===== src/rtl/plb_pkg.sv =====
// ----------------------------------------------------------------------------
// plb_pkg
// Shared types and constants for the positional list buffer.
// ----------------------------------------------------------------------------
package plb_pkg;

  localparam int unsigned DEPTH  = 64;
  localparam int unsigned DATA_W = 32;
  localparam int unsigned POS_W  = 7;
  localparam int unsigned LEN_W  = 7;
  localparam int unsigned CNT_RAW_W = $clog2(DEPTH + 1);
  // common width for positions, cell indexes and the element count
  localparam int unsigned CW = (CNT_RAW_W > POS_W) ? CNT_RAW_W : POS_W;

  localparam logic [1:0] OP_READ   = 2'd0;
  localparam logic [1:0] OP_INSERT = 2'd1;
  localparam logic [1:0] OP_DELETE = 2'd2;
  localparam logic [1:0] OP_MODIFY = 2'd3;

  localparam logic [1:0] ST_OK     = 2'd0;
  localparam logic [1:0] ST_EMPTY  = 2'd1;
  localparam logic [1:0] ST_FULL   = 2'd2;
  localparam logic [1:0] ST_BADPOS = 2'd3;

  typedef enum logic [2:0] {
    CMD_NONE,
    CMD_INS,
    CMD_DEL,
    CMD_MOD,
    CMD_READ
  } plb_cmd_e;

  typedef struct packed {
    logic [1:0]               opcode;
    logic [POS_W-1:0]         position;
    logic signed [DATA_W-1:0] value;
  } plb_in_t;

  typedef struct packed {
    logic signed [DATA_W-1:0] read_value;
    logic [1:0]               status;
    logic [LEN_W-1:0]         length;
  } plb_out_t;

  // broadcast to every cell of the chain
  typedef struct packed {
    plb_cmd_e          cmd;
    logic [CW-1:0]     pos;
    logic [DATA_W-1:0] value;
  } plb_ctl_t;

endpackage


===== src/rtl/plb_cell.sv =====
// ----------------------------------------------------------------------------
// plb_cell
// One list slot: holds an entry, shifts with its neighbors on insert and
// delete, and passes read words down the chain toward slot 0.
// ----------------------------------------------------------------------------
module plb_cell (
  input  logic                         clk_i,
  input  plb_pkg::plb_ctl_t            ctl_i,
  input  logic [plb_pkg::CW-1:0]       idx_i,
  input  logic [plb_pkg::DATA_W-1:0]   lower_i,
  input  logic [plb_pkg::DATA_W-1:0]   upper_i,
  input  logic [plb_pkg::DATA_W-1:0]   rd_i,
  output logic [plb_pkg::DATA_W-1:0]   data_o,
  output logic [plb_pkg::DATA_W-1:0]   rd_o
);
  import plb_pkg::*;

  logic [DATA_W-1:0] data_d, data_q;
  logic [DATA_W-1:0] rd_d, rd_q;
  logic              hit, above;

  assign hit   = (idx_i == ctl_i.pos);
  assign above = (idx_i > ctl_i.pos);

  always_comb begin
    data_d = data_q;
    case (ctl_i.cmd)
      CMD_INS: begin
        if (hit) begin
          data_d = ctl_i.value;
        end else if (above) begin
          data_d = lower_i;
        end
      end
      CMD_DEL: begin
        if (hit || above) begin
          data_d = upper_i;
        end
      end
      CMD_MOD: begin
        if (hit) begin
          data_d = ctl_i.value;
        end
      end
      default: data_d = data_q;
    endcase
  end

  assign rd_d = ((ctl_i.cmd == CMD_READ) && hit) ? data_q : rd_i;

  always_ff @(posedge clk_i) begin
    data_q <= data_d;
    rd_q   <= rd_d;
  end

  assign data_o = data_q;
  assign rd_o   = rd_q;

endmodule

===== config.mk =====
export PLATFORM = sky130hd
export DESIGN_NAME = plb_cell
export DESIGN_NICKNAME = d
export VERILOG_FILES = /design/src/rtl/plb_pkg.sv /design/src/rtl/plb_cell.sv
export SDC_FILE = /design/constraint.sdc
export NUM_CORES = 1
export LEC_CHECK = 0
export ABC_CLOCK_PERIOD_IN_PS = 8400
export BUFFER_PORTS_ARGS = -buffer_cell sky130_fd_sc_hd__buf_2
export CAP_MARGIN = 20
export CORE_MARGIN = 3
export CORE_UTILIZATION = 41
export CTS_BUF_LIST = sky130_fd_sc_hd__clkbuf_8 sky130_fd_sc_hd__clkbuf_16
export CTS_CLUSTER_DIAMETER = 120
export DETAILED_ROUTE_END_ITERATION = 10
export PLACE_DENSITY = 0.84
export SYNTH_ARGS = -nofsm -noshare
export SYNTH_HDL_FRONTEND = slang
export SYNTH_SLANG_ARGS = --single-unit

===== constraint.sdc =====
create_clock -name clk_i -period 8.4 [get_ports clk_i]
set_input_delay 1.26 -clock clk_i [delete_from_list [all_inputs] [get_ports clk_i]]
set_output_delay 1.26 -clock clk_i [all_outputs]
set_load 0.03 [all_outputs]

# Yosys cells after proc, flatten, opt, wreduce, memory -nomap -nowiden
# Cells that the tools add are included.
[totals]
in_bits = 146
word_cells = 21
reg_bits = 64
out_inout_bits = 64
[op_classes]
mux = 6
n_lt_le_gt_ge = 1
n_eq_ne = 8
n_reduce_logical = 4
[ops]
columns = ["op", "n"]
rows = [
  ["2-to-1 mux 32 bit", 5],
  ["one-hot mux 32 bit (3 select lines)", 1],
  ["equality test 7 bit", 1],
  ["> comparator 7 bit", 1],
  ["equality test 3 x 2 -> 1 bit, second input constant", 2],
  ["!= test 2 bit, second input constant", 2],
  ["AND reduction 4 bit", 1],
  ["equality test 3 x 1 -> 1 bit, second input constant", 1],
  ["equality test 3 bit, second input constant", 1],
  ["!= test 3 bit, second input constant", 1],
  ["nonzero test 3 bit", 1],
  ["logical AND 1 bit", 1],
  ["logical OR 1 bit", 1],
]

# Logic depth before layout (Yosys ltp)
[logic_depth]
word_depth = 4
depth_mapped = 8
ltp_nobuf = 6

# Least setup slack after synthesis
# No wires, ideal clock.
[synth_path]
path_type = "input to register"
startpoint = "input ctl_i[38] in the netlist's numbering"
endpoint = "register data_q[0], in the netlist data_o[0], enable pin"
slack_ns = 0.830
stages = 6
path_buffers = 0
arrival_time_ns = 6.976
setup_ns = 0.594
t_required_ns = 7.806
path_cell_list = "inv_1 -> ha_1 -> nand3_2 -> nor2_1 -> nor2_1 -> a2111oi_0"
[synth_via]
elab_chain_cells = 4
word_cells_on_any_way = 7
cone_classes = "order compare: 1; eq/ne: 4; reduce/logical: 2"
[synth_rtl]
columns = ["element", "line_no", "rtl"]
rows = [
  ["start, declared", "plb_cell.sv:8", "input plb_pkg::plb_ctl_t ctl_i,"],
  ["> comparator 7 bit or equality test 7 bit (tied branches)", "plb_cell.sv:23, plb_cell.sv:22", ""],
  ["logical OR 1 bit", "plb_cell.sv:36", "if (hit || above) begin"],
  ["!= test 2 bit (no line)", "-", ""],
  ["AND reduction 4 bit (no line) (*)", "-", ""],
  ["end signal, assigned", "plb_cell.sv:52", "data_q <= data_d;"],
  ["end, declared", "plb_cell.sv:18", "logic [DATA_W-1:0] data_d, data_q;"],
]
# Mark *: on every way between the ends. The rest lies on a longest branch, timed or not.
# A chain may end at the register's enable or synchronous reset.

# Worst setup path in the final report
[layout_path]
startpoint = "input ctl_i[38] in the netlist's numbering"
endpoint = "register rd_q[0], in the netlist rd_o[0]"
[layout_via]
elab_chain_cells = 3
[layout_rtl]
columns = ["element", "line_no", "rtl"]
rows = [
  ["equality test 7 bit", "plb_cell.sv:22", "assign hit = (idx_i == ctl_i.pos);"],
  ["logical AND 1 bit", "plb_cell.sv:49", "assign rd_d = ((ctl_i.cmd == CMD_READ) && hit) ? data_q : rd_i;"],
  ["2-to-1 mux 32 bit", "plb_cell.sv:49", ""],
  ["net rd_d[0]", "plb_cell.sv:19", "logic [DATA_W-1:0] rd_d, rd_q;"],
  ["end signal, assigned", "plb_cell.sv:53", "rd_q <= rd_d;"],
  ["end, declared", "plb_cell.sv:19", ""],
]
# The timed path passes the listed nets, and every way through them passes these cells.

==> flow_summary.yaml <==
status:
  status: "finished, final reports clean"
drt:
  ant_nets: 0
  drcViolationCount: 0
  drt_wl_total_mm: 8.53
  drtPass1Iterations: 4
  num_vias: 2633
  first_iter_violations: 70
  wl_per_cell_um: 15.5
  vias_per_cell: 4.79
sta:
  clock_skew_ns: 0.00571
  fin_crit_ns: 3.13
  min_period_over_period: 0.373
  worst_pin_slew_ns: 1.04
  rsz0062_at_grt: "false"
  slew_violations: 0
  final.setup.tns_ns: 0
  max-slew-margin-rel: 0.304
  finalSetupViolCount: 0
  fmax_mhz: 319
  timing.final.hold_violations: 0
logic_synthesis:
  avgSynthCellArea_sq_um: 12.2
  synth_seq_area_share: 0.550
  syn_inst: 239
  mappedNetlistArea_sq_mm: 0.00291
  yosysWarnings: 0
  yosysUniqueCellTypes: 26
  ys_seq_elements: 64
  synth_fp_nets: 392
cts:
  clockRootBuffer: "clkbuf_8"
  clockBufferDepth: 2
  clkTransAtPathRegs_ns: 0.07
  postCtsSetupBuffers: 0
  htreeDepth: 3
  clock_sinks: 64
  insertion_delay_ns: 0.33
  numCtsBuffers: 9
  cts_tree: "built"
  ctsHoldBuffers: 0
  postCtsResizedCells: 0
job:
  maxCapViolCount: 0
setup_path:
  critical_path.endpoint: "rd_o[0]"
  r2r_slack_ns: 7.59
  r2r-start: "data_o[28]"
  arrival_ns: 3.35
  start_kind: "input port"
  path_max_fanout: 32
  crit_start: "ctl_i[38]"
  r2r_end: "rd_o[28]"
  r2r.worst_path.cells: 1
  required_ns: 8.62
  critical_path_class: "input port to flip-flop"
  crit_path_end_kind: "flip-flop"
floorplanning:
  start_util: 0.427
  io_pins: 210
  die-height_um: 90.3
  die_area_sq_mm: 0.00815
  core_sq_mm: 0.00683
  die_w_um: 90.3
  fp-row-count: 30
global_route:
  grt_usage: 0.206
  grt_max_degree: 33
  grt_pass1_vias: 2792
  grt_first_pass_wirelength_mm: 13.2
  gr-total-overflow: 0
  antenna_found_initial: 0
power:
  p_sw_frac: 0.286
  cellLeakagePower_nw: 2.13
  internal_power_mw: 0.541
  ir_drop_v: 0.0000689
  power_frac_seq: 0.482
  p_total_mw: 0.758
  p_per_area_mw_per_mm2: 182
  clkPwrFrac: 0.310
  power_switching_mw: 0.216
  combPwrFrac: 0.208
cells_and_area:
  synthToLayoutAreaGrowth_pct: 43.2
  layout.nets: 602
  layout_commonest_cell: "buf_2"
  mostFrequentLayoutCells: "buf_2 (209), inv_1 (40), a21oi_1 (33)"
  diodes: 0
  drive_gt1_frac: 0.584
placement:
  dp_hpwl_mm: 6.64
  finalWeightedCongestion: 0.810
  port_buffers: 209
worst_hold_path:
  hold_depth: 1
  hp-class: "flip-flop to flip-flop"
==> power by group through the flow <==
stage / sequential (mW) / clock, mW / combinational (mW)
after floorplan: 0.417 / 0 / 0.0447
after global placement: 0.371 / 0 / 0.154
after CTS: 0.365 / 0.245 / 0.159
after global routing: 0.368 / 0.261 / 0.169
final: 0.365 / 0.235 / 0.158
after detailed placement: 0.372 / 0 / 0.158
==> synth_stat cells, drive strengths merged <==
library cell / n / area (sq um)
a2111oi: 1 / 8.76
a21o: 1 / 7.51
a21oi: 33 / 165
a221oi: 1 / 8.76
and3: 1 / 6.26
buf: 10 / 109
clkbuf: 3 / 11.3
dfxtp: 32 / 641
edfxtp: 32 / 961
ha: 7 / 87.6
inv: 39 / 146
mux2: 33 / 484
nand2: 1 / 3.75
nand2b: 1 / 6.26
nand3: 1 / 10.0
nand4: 1 / 6.26
nor2: 6 / 22.5
nor2b: 1 / 8.76
o21ai: 1 / 5.00
o21bai: 1 / 7.51
o22ai: 32 / 200
o31ai: 1 / 7.51
==> logic make-up after synthesis <==
logic type,synth area share
buffers and inverters,0.0915
adder cells (fa/ha/maj),0.0301
AO/OA/AOI/OAI,0.141
AND/OR/NAND/NOR,0.0219
flip-flops,0.550
multiplexers,0.166
==> per-layer routing <==
| metal | up-vias | share of wire | global-route usage |
|---|---|---|---|
| li1 | 1275 | - | - |
| met1 | 1211 | 0.40 | 0.223 |
| met2 | 141 | 0.52 | 0.385 |
| met3 | 6 | 0.071 | 0.0625 |
| met4 | 0 | 0.0086 | 0.0599 |
| met5 | - | 0 | 0 |
==> worst min path at each step <==
| stage | start | to | slack, ns |
|---|---|---|---|
| finish | data_o[16] | rd_o[16] | 0.50 |
| global route | data_o[20] | rd_o[20] | 0.52 |
| detailed placement | data_o[16] | rd_o[16] | 0.49 |
| global placement | data_o[31] | rd_o[31] | 0.48 |
| floorplan | data_o[10] | rd_o[10] | 0.73 |
| CTS | data_o[16] | rd_o[16] | 0.50 |
==> registers in the layout, indices dropped and copies added, names as in the netlist <==
| register | cells |
|---|---|
| data_o | 32 |
| rd_o | 32 |
==> final cells by class <==
class	count	area (sq um)
multi-input combinational	123	1060
fill	578	2660
inverter	39	146
clock buffer	10	149
sequential	64	1600
timing repair buffer	212	1070
clock inverter	6	31.3
tap	96	120
==> stage by stage <==
step / util / hold WS [ns] / cells / instance area [sq um] / setup slack, ns
4_1_cts: 0.611 / 0.501 / 550 / 4170 / 5.25
3_3_place_gp: 0.585 / 0.480 / 534 / 3990 / 5.00
3_5_place_dp: 0.585 / 0.485 / 534 / 3990 / 4.88
6_report: 0.611 / 0.500 / 550 / 4170 / 5.27
5_1_grt: 0.611 / 0.521 / 550 / 4170 / 5.14
2_1_floorplan: - / 0.727 / 239 / 2910 / 0.830
==> critical path, stage by stage <==
cell and delay [ns]:
buf_2 0.07, inv_1 0.03, ha_1 0.33, nand3_2 0.12
nor2_1 0.19, and3_2 0.92, mux2_2 0.41
Note: power is estimated with default switching activity, not from simulation.
